**src/rtl/psd_pkg.sv**
```systemverilog
// shared types and constants of the pencil sketch dodge filter
// no dependencies; used by every module of the block
`default_nettype none

package psd_pkg;

  localparam int PIX_W     = 8;
  localparam int WCFG_W    = 11;
  localparam int H_W       = 16;
  localparam int ROW_W     = H_W + 1;
  localparam int CFG_W     = 16;
  localparam int REG_IDX_W = 1;
  localparam int DVD_W     = 2 * PIX_W;

  localparam logic [PIX_W-1:0]     PIX_MAX = '1;
  localparam logic [WCFG_W-1:0]    FRAME_WIDTH_RST  = 11'd640;
  localparam logic [H_W-1:0]       FRAME_HEIGHT_RST = 16'd480;

  localparam logic [REG_IDX_W-1:0] REG_FRAME_WIDTH  = 1'b0;
  localparam logic [REG_IDX_W-1:0] REG_FRAME_HEIGHT = 1'b1;

  localparam logic OP_PIXEL = 1'b0;
  localparam logic OP_DRAIN = 1'b1;

  typedef struct packed {
    logic accept;
    logic calc;
    logic div_start;
    logic load_out;
  } psd_cmd_t;

  typedef struct packed {
    logic emit;
    logic div_busy;
    logic out_free;
  } psd_stat_t;

endpackage

`default_nettype wire

```
**src/rtl/psd_ctrl.sv**
```systemverilog
// controller state machine: sequences accept, update, divide and output
// depends on psd_pkg for the command and status structs
`default_nettype none

module psd_ctrl (
  input  wire logic               clk_i,
  input  wire logic               rst_ni,
  input  wire logic               in_valid_i,
  output logic                    in_ready_o,
  output psd_pkg::psd_cmd_t       cmd_o,
  input  wire psd_pkg::psd_stat_t stat_i
);
  import psd_pkg::*;

  typedef enum logic [4:0] {
    ST_IDLE = 5'b00001,
    ST_CALC = 5'b00010,
    ST_LOAD = 5'b00100,
    ST_DIV  = 5'b01000,
    ST_OUT  = 5'b10000
  } psd_state_e;

  psd_state_e state_q;
  psd_state_e state_d;

  always_comb begin
    state_d = state_q;
    case (state_q)
      ST_IDLE: if (in_valid_i) state_d = ST_CALC;
      ST_CALC: state_d = stat_i.emit ? ST_LOAD : ST_IDLE;
      ST_LOAD: state_d = ST_DIV;
      ST_DIV:  if (!stat_i.div_busy) state_d = ST_OUT;
      ST_OUT:  if (stat_i.out_free) state_d = ST_IDLE;
      default: state_d = ST_IDLE;
    endcase
  end

  always_ff @(posedge clk_i or negedge rst_ni) begin
    if (!rst_ni) begin
      state_q <= ST_IDLE;
    end else begin
      state_q <= state_d;
    end
  end

  assign in_ready_o      = (state_q == ST_IDLE);
  assign cmd_o.accept    = (state_q == ST_IDLE) && in_valid_i;
  assign cmd_o.calc      = (state_q == ST_CALC);
  assign cmd_o.div_start = (state_q == ST_LOAD);
  assign cmd_o.load_out  = (state_q == ST_OUT) && stat_i.out_free;

endmodule

`default_nettype wire

```
**config.mk**
```make
export PLATFORM = sky130hd
export DESIGN_NAME = psd_ctrl
export DESIGN_NICKNAME = d
export VERILOG_FILES = /design/src/rtl/psd_pkg.sv /design/src/rtl/psd_ctrl.sv
export SDC_FILE = /design/constraint.sdc
export NUM_CORES = 1
export LEC_CHECK = 0
export BUFFER_PORTS_ARGS = -buffer_cell sky130_fd_sc_hd__buf_2
export CORE_AREA = 8 8 45 47
export CTS_BUF_LIST = sky130_fd_sc_hd__clkbuf_16
export DETAILED_ROUTE_END_ITERATION = 10
export DIE_AREA = 0 0 53 55
export PLACE_DENSITY = 0.49
export SETUP_SLACK_MARGIN = 0.15
export SLEW_MARGIN = 20
export SYNTH_ARGS = -nofsm -noshare
export SYNTH_HDL_FRONTEND = slang
export SYNTH_SLANG_ARGS = --single-unit
```
**constraint.sdc**
```tcl
create_clock -name clk_i -period 2.4 [get_ports clk_i]
set_input_delay 0.6 -clock clk_i [delete_from_list [all_inputs] [get_ports clk_i]]
set_output_delay 0.6 -clock clk_i [all_outputs]
set_load 0.01 [all_outputs]
```
==> qor.yml, run 1 <==
clocking:
  post_cts_resize_count: 0
  numCtsBuffers: 3
  cts_sinks: 5
  htreeDepth: 1
  clk_pin_slew_worst_paths_ns: 0.03
  postCtsSetupBuffers: 0
  cts-root-buf: "clkbuf_16"
  ctsLongestPathBuffers: 2
  insertion_delay_ns: 0.23
  cts_tree: "yes"
  hold_buffers: 0
worst_setup_path:
  crit_chain: "nand2b_1 > nor4_4 > and2_1 > buf_2"
  crit_path_max_incr_delay_ns: 0.56
  cp_slowest_cell: "dfstp_2"
  cp-start-kind: "register"
  end_kind: "output port"
  criticalPathCategory: "register to output port"
  worst-path-max-fanout: 6
  timing.reg2reg.setup_slack_ns: 1.07
  worstReg2RegStart: "state_q[0]"
  ff2ff_path_depth: 4
  path_delay_family: "flip-flops"
  crit_required_ns: 1.80
  crit_arrival_ns: 1.38
  crit_buf_inv: 1
  worst_r2r_endpoint: "state_q[0]"
logic_synthesis:
  synth.avg_cell_area_um2: 9.81
  ys_ff_latch: 5
  netlist_area_um2: 304
  synthesis.nets: 37
  yosysSeqAreaShare_pct: 41.6
  synth_warnings: 0
  synth.distinct_cells: 20
  syn_inst: 31
placed_design:
  place_area_um2: 374
  gp_congestion: 0.803
  io_buffers: 10
  hpwl_um: 578
  pre_cts_ws_ns: 0.655
floorplan:
  die_y_um: 55
  die_area_um2: 2920
  boundaryPins: 11
  core.rowCount: 14
  fp.dieW_um: 53
  initial_core_util_pct: 22.0
  core_um2: 1380
pwr:
  p_sw_uw: 160
  power_frac_comb_pct: 27.2
  p_leak_nw: 0.228
  power.share.clock_pct: 48.4
  seqPwrFrac_pct: 24.4
  switching_share_pct: 28.3
  internal_power_uw: 405
  ir_worst_vdd_mv: 0.625
  p_per_area_nw_per_um2: 1240
sta:
  setup_tns_ns: 0
  layout_worst_path_cycle_share_pct: 82.3
  worst_slew_pin_slew_ns: 0.255
  drv_slew: 0
  setup_viol: 0
  timing.final.hold_violations: 0
  min_period_ns: 1.98
  relSlewSlack_pct: 82.8
  final.setup.worst_slack_ns: 0.424
  max_freq_mhz: 506
  skew_ns: 0.0000950
  grt_setup_unrepaired: "false"
route:
  drc: 0
  routed_wl_um: 749
  final_antenna_net_count: 0
  vias_per_cell: 4.80
  dr.first_iter.drc_count: 6
  drt_first_pass_iters: 4
  vias: 293
  routedWlPerCell_um: 12.3
layout:
  layout.nets: 52
  largest_register_ffs: 5
  top_register: "state_q"
  diodes: 0
  area_delta_synth_final_pct: 49.4
  fin_area_um2: 454
  multi_input_area_um2: 166
  fill_cells: 140
  reg_top3: "state_q: 5 flops"
  seqCellArea_um2: 126
  final_common_cell: "buf_2"
  drive_above_1_share_pct: 40.0
  final_cell_mix: "buf_2, nor2_1, dfrtp_1"
global_route:
  grt_pass1_vias: 285
  antenna_found_initial: 0
  grt_usage_pct: 5.98
  overflow: 0
  grt_start_max_net_pins: 8
  grt_pass1_wl_mm: 1.26
run:
  drv_cap: 0
run_status:
  outcome: "finished clean"
hold_path:
  hp-class: "input port to async pin"
stage by stage:
stage | hold WS [ns] | util (%) | std cells | total power, mW
after global routing | 0.184 | 32.8 | 61 | 0.601
after floorplan | 0.304 | - | 31 | 0.246
after CTS | 0.184 | 32.8 | 61 | 0.573
after detailed placement | 0.417 | 27.0 | 57 | 0.295
final | 0.182 | 32.8 | 61 | 0.565
after global placement | 0.420 | 27.0 | 57 | 0.302
power by group through the flow:
stage          clock, mW  sequential [mW]  combinational (mW)
2_1_floorplan          0            0.132               0.115
3_3_place_gp           0            0.142               0.160
3_5_place_dp           0            0.138               0.156
4_1_cts            0.278            0.138               0.157
5_1_grt            0.286            0.143               0.171
6_report           0.274            0.138               0.154
synth_stat cells (all sizes together):
cell / n / share of area, %
nand3: 1 / 1.6
o21a: 1 / 2.5
o22ai: 1 / 2.1
nor4: 1 / 7.0
and3: 1 / 2.5
and4: 1 / 3.3
nand3b: 2 / 4.9
dfstp: 1 / 8.6
nor3: 1 / 1.6
inv: 3 / 3.7
nand2b: 2 / 4.1
nor2: 4 / 4.9
and2: 2 / 4.1
a21o: 1 / 2.5
nand4: 1 / 2.1
and3b: 1 / 2.9
a31oi: 1 / 2.1
o221a: 1 / 3.7
a311oi: 1 / 2.9
dfrtp: 4 / 33
final cells by class:
cell class | instances | share of cell area [%]
repair buffers | 10 | 11.0
well taps | 16 | 4.41
multi-input cells | 23 | 36.6
clock buffers | 3 | 16.5
inverters | 3 | 2.48
clock inverters | 1 | 1.10
flip-flops and latches | 5 | 27.8
worst max path at each step:
stage                    start        to  depth (start not counted)
floorplan           state_q[0]  cmd_o[3]                          3
global placement    state_q[0]  cmd_o[3]                          4
detailed placement  state_q[0]  cmd_o[3]                          4
CTS                 state_q[0]  cmd_o[3]                          4
global route        state_q[3]  cmd_o[0]                          4
finish              state_q[0]  cmd_o[3]                          4
kinds of logic after synthesis:
family                 synth area share (%)
buffers and inverters                  3.70
AO/OA/AOI/OAI                          15.6
AND/OR/NAND/NOR                        39.1
flip-flops                             41.6
routing by layer:
metal	part of all wire [%]	GRT usage [%]	vias to the layer above
met2	46	8.79	14
met3	8.9	4.01	0
met5	0	0	-
met4	0	2.59	0
li1	-	-	143
met1	45	6.60	136
(Power assumes the default switching activity.)
==> run 2: changes to the inputs <==
--- a/config.mk
+++ b/config.mk
@@ -5,12 +5,13 @@
 export SDC_FILE = /design/constraint.sdc
 export NUM_CORES = 1
 export LEC_CHECK = 0
+export ABC_AREA = 1
 export BUFFER_PORTS_ARGS = -buffer_cell sky130_fd_sc_hd__buf_2
 export CORE_AREA = 8 8 45 47
 export CTS_BUF_LIST = sky130_fd_sc_hd__clkbuf_16
 export DETAILED_ROUTE_END_ITERATION = 10
 export DIE_AREA = 0 0 53 55
-export PLACE_DENSITY = 0.49
+export PLACE_DENSITY = 0.54
 export SETUP_SLACK_MARGIN = 0.15
 export SLEW_MARGIN = 20
 export SYNTH_ARGS = -nofsm -noshare
==> constraint.sdc (replaced) <==
create_clock -name clk_i -period 1.6 [get_ports clk_i]
set_input_delay 0.4 -clock clk_i [delete_from_list [all_inputs] [get_ports clk_i]]
set_output_delay 0.4 -clock clk_i [all_outputs]
set_load 0.01 [all_outputs]
==> run 2 against run 1 <==
Register-to-register slack got worse by 1.0 ns. Count of clock-buffer cells in the layout unchanged. Clock power increased by 51%. Non-clock buffer count increased by 14. Largest cell class unchanged. Critical path depth increased by 2. Synthesized area increased by 13%. Sequential power increased by 43%. Via count increased by 32%. Sequential share of layout area decreased by 8.1 points. Final cell count increased by 54%. Die area unchanged. Wire length increased by 27%.
==> qor.yml, run 2 <==
run_status:
  outcome: "finished clean"
layout:
  final_cell_mix: "buf_2, nand2_1, buf_4"
  layout.nets: 85  # +63%
  reg_top3: "state_q: 5 flops"
  top_register: "state_q"
  fin_util_pct: 47.3  # +14 points
  area_delta_synth_final_pct: 90.9
  fin_area_um2: 654  # +44%
  largest_register_ffs: 5  # unchanged
  drive_above_1_share_pct: 61.5  # +22 points
  final_common_cell: "buf_2"
  diodes: 0  # unchanged
clocking:
  cts_tree: "yes"
  numCtsBuffers: 3  # unchanged
  ctsLongestPathBuffers: 2  # unchanged
  insertion_delay_ns: 0.23  # about the same
  clk_pin_slew_worst_paths_ns: 0.04  # about the same
  htreeDepth: 1  # unchanged
  cts-root-buf: "clkbuf_16"
  cts_sinks: 5  # unchanged
logic_synthesis:
  yosysSeqAreaShare_pct: 36.9  # -4.7 points
  synth-edff-count: 0  # unchanged
  synth.distinct_cells: 15  # -25%
  syn_inst: 50  # +61%
  async_flop_share_pct: 100  # unchanged
  ys_top_cells_by_count: "nand2_1, inv_1, nor2_1"
  netlist_area_um2: 343  # +13%
  yosysMostFrequentCell: "nand2_1"
  synth_area_leaders: "dfrtp_1, nand2_1, inv_1"
  synthesis.nets: 56  # +51%
  synth.avg_cell_area_um2: 6.86  # -30%
  synth_warnings: 0  # unchanged
  synthFlopType: "dfrtp_1"
  synth.top_cell.area_share_pct: 29.2  # -3.7 points
  ys_ff_latch: 5  # unchanged
  synth.largest_area_cell: "dfrtp_1"
floorplan:
  die_y_um: 55  # unchanged
  core_um2: 1380  # unchanged
  die_area_um2: 2920  # unchanged
  boundaryPins: 11  # unchanged
  fp.dieW_um: 53  # unchanged
  initial_core_util_pct: 24.8  # +2.8 points
  core.rowCount: 14  # unchanged
sta:
  setup_viol: 0  # unchanged
  final.setup.worst_slack_ns: 0.0164  # -0.408 ns
  relSlewSlack_pct: 86.5  # +3.7 points
  skew_ns: 0.00352  # +0.00342 ns
  grt_setup_unrepaired: "true"
  layout_worst_path_cycle_share_pct: 99.0
  timing.final.hold_violations: 0  # unchanged
  drv_slew: 0  # unchanged
  worst_slew_pin_slew_ns: 0.202  # -0.0538 ns
  min_period_ns: 1.58
  setup_tns_ns: 0  # unchanged
  max_freq_mhz: 631
worst_setup_path:
  cp-start-kind: "register"
  end_kind: "output port"
  worst_r2r_endpoint: "state_q[0]"
  crit_required_ns: 1.20  # -0.60 ns
  ff2ff_path_depth: 13  # +9
  cp-endpoint: "cmd_o[1]"
  timing.reg2reg.setup_slack_ns: 0.06  # -1.01 ns
  worst-path-max-fanout: 3  # -3
  cp_slowest_cell: "dfstp_2"
  criticalPathCategory: "register to output port"
  crit_arrival_ns: 1.18  # -0.20 ns
  crit_path_max_incr_delay_ns: 0.53  # -0.03 ns
  startpoint: "state_q[0]"
  crit_chain: "inv_2 > nand2_2 > nor2_4 > nand2_1 > inv_1 > buf_2"
  worstReg2RegStart: "state_q[0]"
placed_design:
  gp_congestion: 0.732  # -8.8%
  io_buffers: 10  # unchanged
  pre_cts_ws_ns: 0.170  # -0.485 ns
  place_area_um2: 413  # +10%
  hpwl_um: 627  # +8.5%
run:
  drv_cap: 0  # unchanged
global_route:
  grt_usage_pct: 7.18  # +1.2 points
  overflow: 0  # unchanged
  grt_start_max_net_pins: 6  # -2
  antenna_found_initial: 0  # unchanged
  grt_pass1_wl_mm: 1.44  # +14%
  grt_pass1_vias: 374  # +31%
pwr:
  ir_worst_vdd_mv: 0.999  # +60%
  p_per_area_nw_per_um2: 1920  # +54%
  p_leak_nw: 0.373  # +63%
  finalPower_mw: 1.25  # +120%
route:
  dr.first_iter.drc_count: 6  # unchanged
  routedWlPerCell_um: 10.1  # -18%
  vias: 387  # +32%
  vias_per_cell: 4.12  # -14%
  final_antenna_net_count: 0  # unchanged
  routed_wl_um: 949  # +27%
  drc: 0  # unchanged
  drt_first_pass_iters: 3  # -1
hold_path:
  hp-class: "input port to register"
run 2: area by class of cell:
class,count,area (um^2)
clock buffer,3,75.1
multi-input combinational,33,209
timing repair buffer,24,173
inverter,12,45.0
sequential,5,129
clock inverter,1,3.75
fill,133,729
tap,16,20.0
run 2: worst max-delay path: cells and delay by family, from the launching register on:
kind	cells	cell delay [ns]
flops	1	0.53
buf+inv	3	0.22
simple gates	3	0.21
run 2: stage by stage:
stage / hold WS (ns) / cells
after floorplan: 0.104 / 50
after global placement: 0.219 / 76
after detailed placement: 0.217 / 76
after CTS: 0.423 / 93
after global routing: 0.436 / 94
final: 0.419 / 94
run 2: routing by layer:
| metal | GRT usage (%) | routed length [um] |
|---|---|---|
| met1 | 5.82 | 361 |
| met5 | 0 | 0 |
| met3 | 4.01 | 60 |
| met4 | 6.47 | 10 |
| met2 | 12.3 | 517 |
run 2: how the worst min path moves through the flow:
stage | slack [ns] | cells past startpoint | start | endpoint
after floorplan | 0.10 | 0 | rst_ni | state_q[1]
after global placement | 0.22 | 1 | rst_ni | state_q[3]
after detailed placement | 0.22 | 1 | rst_ni | state_q[3]
after CTS | 0.42 | 3 | stat_i[2] | state_q[2]
after global routing | 0.44 | 3 | stat_i[2] | state_q[2]
final | 0.42 | 3 | stat_i[2] | state_q[2]
run 2: power by group:
part | switching (mW) | total, mW | internal, mW
combinational | 0.299 | 0.643 | 0.344
clock | 0.0888 | 0.413 | 0.324
sequential | 0.0284 | 0.197 | 0.169
run 2: what timing repair did:
| item | 4_1_cts | 5_1_grt |
|---|---|---|
| endpoints found under the setup margin | 5 | 7 |
| buffers inserted | 12 | 1 |
| resized for setup | 10 | 7 |
| pin swaps | 5 | 2 |
| hold buffers | 1 | 0 |
| endpoints found under the hold margin | 4 | 0 |
run 2: cell families (layout without fill, tap and decap cells):
kind of cell / count (synthesis) / after routing / share of synthesized area, %
and+or+nand+nor: 30 / 30 / 45.6
buffers and inverters: 12 / 40 / 13.1
DFF: 5 / 5 / 36.9
AOI/OAI and AO/OA: 3 / 3 / 4.38
==> run 3: changes to the inputs <==
--- a/config.mk
+++ b/config.mk
@@ -11,6 +11,7 @@
 export CTS_BUF_LIST = sky130_fd_sc_hd__clkbuf_16
 export DETAILED_ROUTE_END_ITERATION = 10
 export DIE_AREA = 0 0 53 55
+export GPL_TIMING_DRIVEN = 0
 export PLACE_DENSITY = 0.54
 export SETUP_SLACK_MARGIN = 0.15
 export SLEW_MARGIN = 20
==> run 3 against run 2 <==
The run now ends with setup timing left. Wire length rose by 2.1%. Final cell count down 3.2%. Total power shrank 8.4%. First-iteration DRC count rose by 33%. Register-to-register slack worse by 0.04 ns. Global-route usage is 0.11 points higher. Flip-flop and latch count did not move.
==> qor.yml, run 3 (same netlist as run 2, synthesis figures left out) <==
run_status:
  outcome: "finished with violations"
  violations: "setup timing"
global_route:
  grt_usage_pct: 7.29  # +0.11 points
  overflow: 0  # unchanged
  grt_pass1_vias: 392  # +4.8%
  grt_pass1_wl_mm: 1.50  # +3.8%
  antenna_found_initial: 0  # unchanged
  grt_start_max_net_pins: 6  # unchanged
sta:
  relSlewSlack_pct: 85.9  # -0.64 points
  setup_viol: 1  # +1
  final.setup.worst_slack_ns: -0.0350  # -0.0514 ns
  skew_ns: 0.00191  # -0.00160 ns
  max_freq_mhz: 612  # -3.1%
  drv_slew: 0  # unchanged
  grt_setup_unrepaired: "true"
  timing.final.hold_violations: 0  # unchanged
  min_period_ns: 1.64  # +0.0514 ns
  layout_worst_path_cycle_share_pct: 102  # +3.2 points
  worst_slew_pin_slew_ns: 0.210  # +0.00834 ns
worst_setup_path:
  worst-path-max-fanout: 3  # unchanged
  crit_arrival_ns: 1.24  # +0.06 ns
  criticalPathCategory: "register to output port"
  worstReg2RegStart: "state_q[0]"
  cp-start-kind: "register"
  crit_required_ns: 1.20  # about the same
  startpoint: "state_q[0]"
  ff2ff_path_depth: 12  # -1
  cp-endpoint: "cmd_o[3]"
  worst_r2r_endpoint: "state_q[0]"
  end_kind: "output port"
  timing.reg2reg.setup_slack_ns: 0.02  # -0.04 ns
pwr:
  ir_worst_vdd_mv: 1.06  # +6.5%
  p_leak_nw: 0.352  # -5.6%
  p_per_area_nw_per_um2: 1920  # +0.42%
layout:
  fill_cells: 132  # -0.75%
  multi_input_area_um2: 189  # -9.6%
  diodes: 0  # unchanged
  drive_above_1_share_pct: 56.0  # -5.5 points
  area_delta_synth_final_pct: 74.1
  final_cells: 91  # -3.2%
  final_cell_mix: "nand2_1, buf_2, buf_4"
  fin_util_pct: 43.1  # -4.2 points
  layout.nets: 82  # -3.5%
  seqCellArea_um2: 129  # unchanged
  largest_register_ffs: 5  # unchanged
  top_register: "state_q"
  reg_top3: "state_q: 5 flops"
floorplan:
  die_area_um2: 2920  # unchanged
  fp.dieW_um: 53  # unchanged
  core_um2: 1380  # unchanged
  die_y_um: 55  # unchanged
  initial_core_util_pct: 24.8  # unchanged
  boundaryPins: 11  # unchanged
  core.rowCount: 14  # unchanged
hold_path:
  hp-class: "input port to register"
clocking:
  insertion_delay_ns: 0.23  # about the same
  clk_pin_slew_worst_paths_ns: 0.03  # about the same
  cts_sinks: 5  # unchanged
  cts_tree: "yes"
  htreeDepth: 1  # unchanged
  ctsLongestPathBuffers: 2  # unchanged
  numCtsBuffers: 3  # unchanged
  cts-root-buf: "clkbuf_16"
route:
  drt_first_pass_iters: 4  # +1
  routedWlPerCell_um: 10.6  # +5.5%
  vias: 391  # +1.0%
  drc: 0  # unchanged
  routed_wl_um: 969  # +2.1%
  vias_per_cell: 4.30  # +4.4%
  dr.first_iter.drc_count: 8  # +2
  final_antenna_net_count: 0  # unchanged
run:
  drv_cap: 0  # unchanged
placed_design:
  hpwl_um: 602  # -4.0%
  gp_congestion: 0.818  # +12%
  io_buffers: 10  # unchanged
  dp.cells: 76  # unchanged
==> run 3: stage by stage <==
step	power [mW]	TNS [ns]	hold WS (ns)	setup slack (ns)	cell area (um^2)
6_report	1.15	-0.0350	0.437	-0.0350	597
3_5_place_dp	0.506	0	0.217	0.164	413
3_3_place_gp	0.505	0	0.218	0.174	413
2_1_floorplan	0.424	0	0.104	0.249	343
4_1_cts	1.08	-0.0237	0.425	-0.0205	569
5_1_grt	1.22	-0.244	0.437	-0.0806	597
==> run 3: worst min path at each step <==
stage	from	to	slack, ns	cells after the start
after global routing	stat_i[2]	state_q[2]	0.44	3
after CTS	stat_i[2]	state_q[2]	0.43	3
final	stat_i[2]	state_q[2]	0.44	3
after floorplan	rst_ni	state_q[1]	0.10	0
after global placement	rst_ni	state_q[2]	0.22	1
after detailed placement	rst_ni	state_q[3]	0.22	1
==> run 3: layout make-up <==
class,instances,share of cell area (%)
Sequential cell,5,21.6
Clock buffer,3,12.6
Inverter,12,7.55
Tap cell,16,3.35
Clock inverter,1,0.629
Timing Repair Buffer,21,22.6
Multi-Input combinational cell,33,31.7
==> run 3: layer usage <==
| metal | share of wire (%) | GRT usage [%] | vias up |
|---|---|---|---|
| met4 | 6.7 | 10.8 | 0 |
| met3 | 5.3 | 1.87 | 8 |
| li1 | - | - | 200 |
| met5 | 0 | 0 | - |
| met1 | 39 | 7.50 | 167 |
| met2 | 48 | 10.2 | 16 |
==> run 3: report_power, final <==
part | internal, mW | total (mW) | switching [mW]
logic | 0.268 | 0.549 | 0.281
registers | 0.169 | 0.194 | 0.0247
clock network | 0.324 | 0.405 | 0.0815
==> run 3: worst max-delay path, stage by stage (launching register included) <==
cell and delay (ns):
dfstp_2 0.53, inv_2 0.06, nor2_4 0.12, nand2_2 0.07, nor2_1 0.09, buf_2 0.13
==> run 3: repair_timing <==
| item | 4_1_cts | 5_1_grt |
|---|---|---|
| hold buffers | 1 | 0 |
| gates resized for setup | 3 | 6 |
| setup endpoints to repair | 5 | 7 |
| pin swaps | 3 | 2 |
| endpoints found under the hold margin | 4 | 0 |
| setup buffers | 8 | 2 |
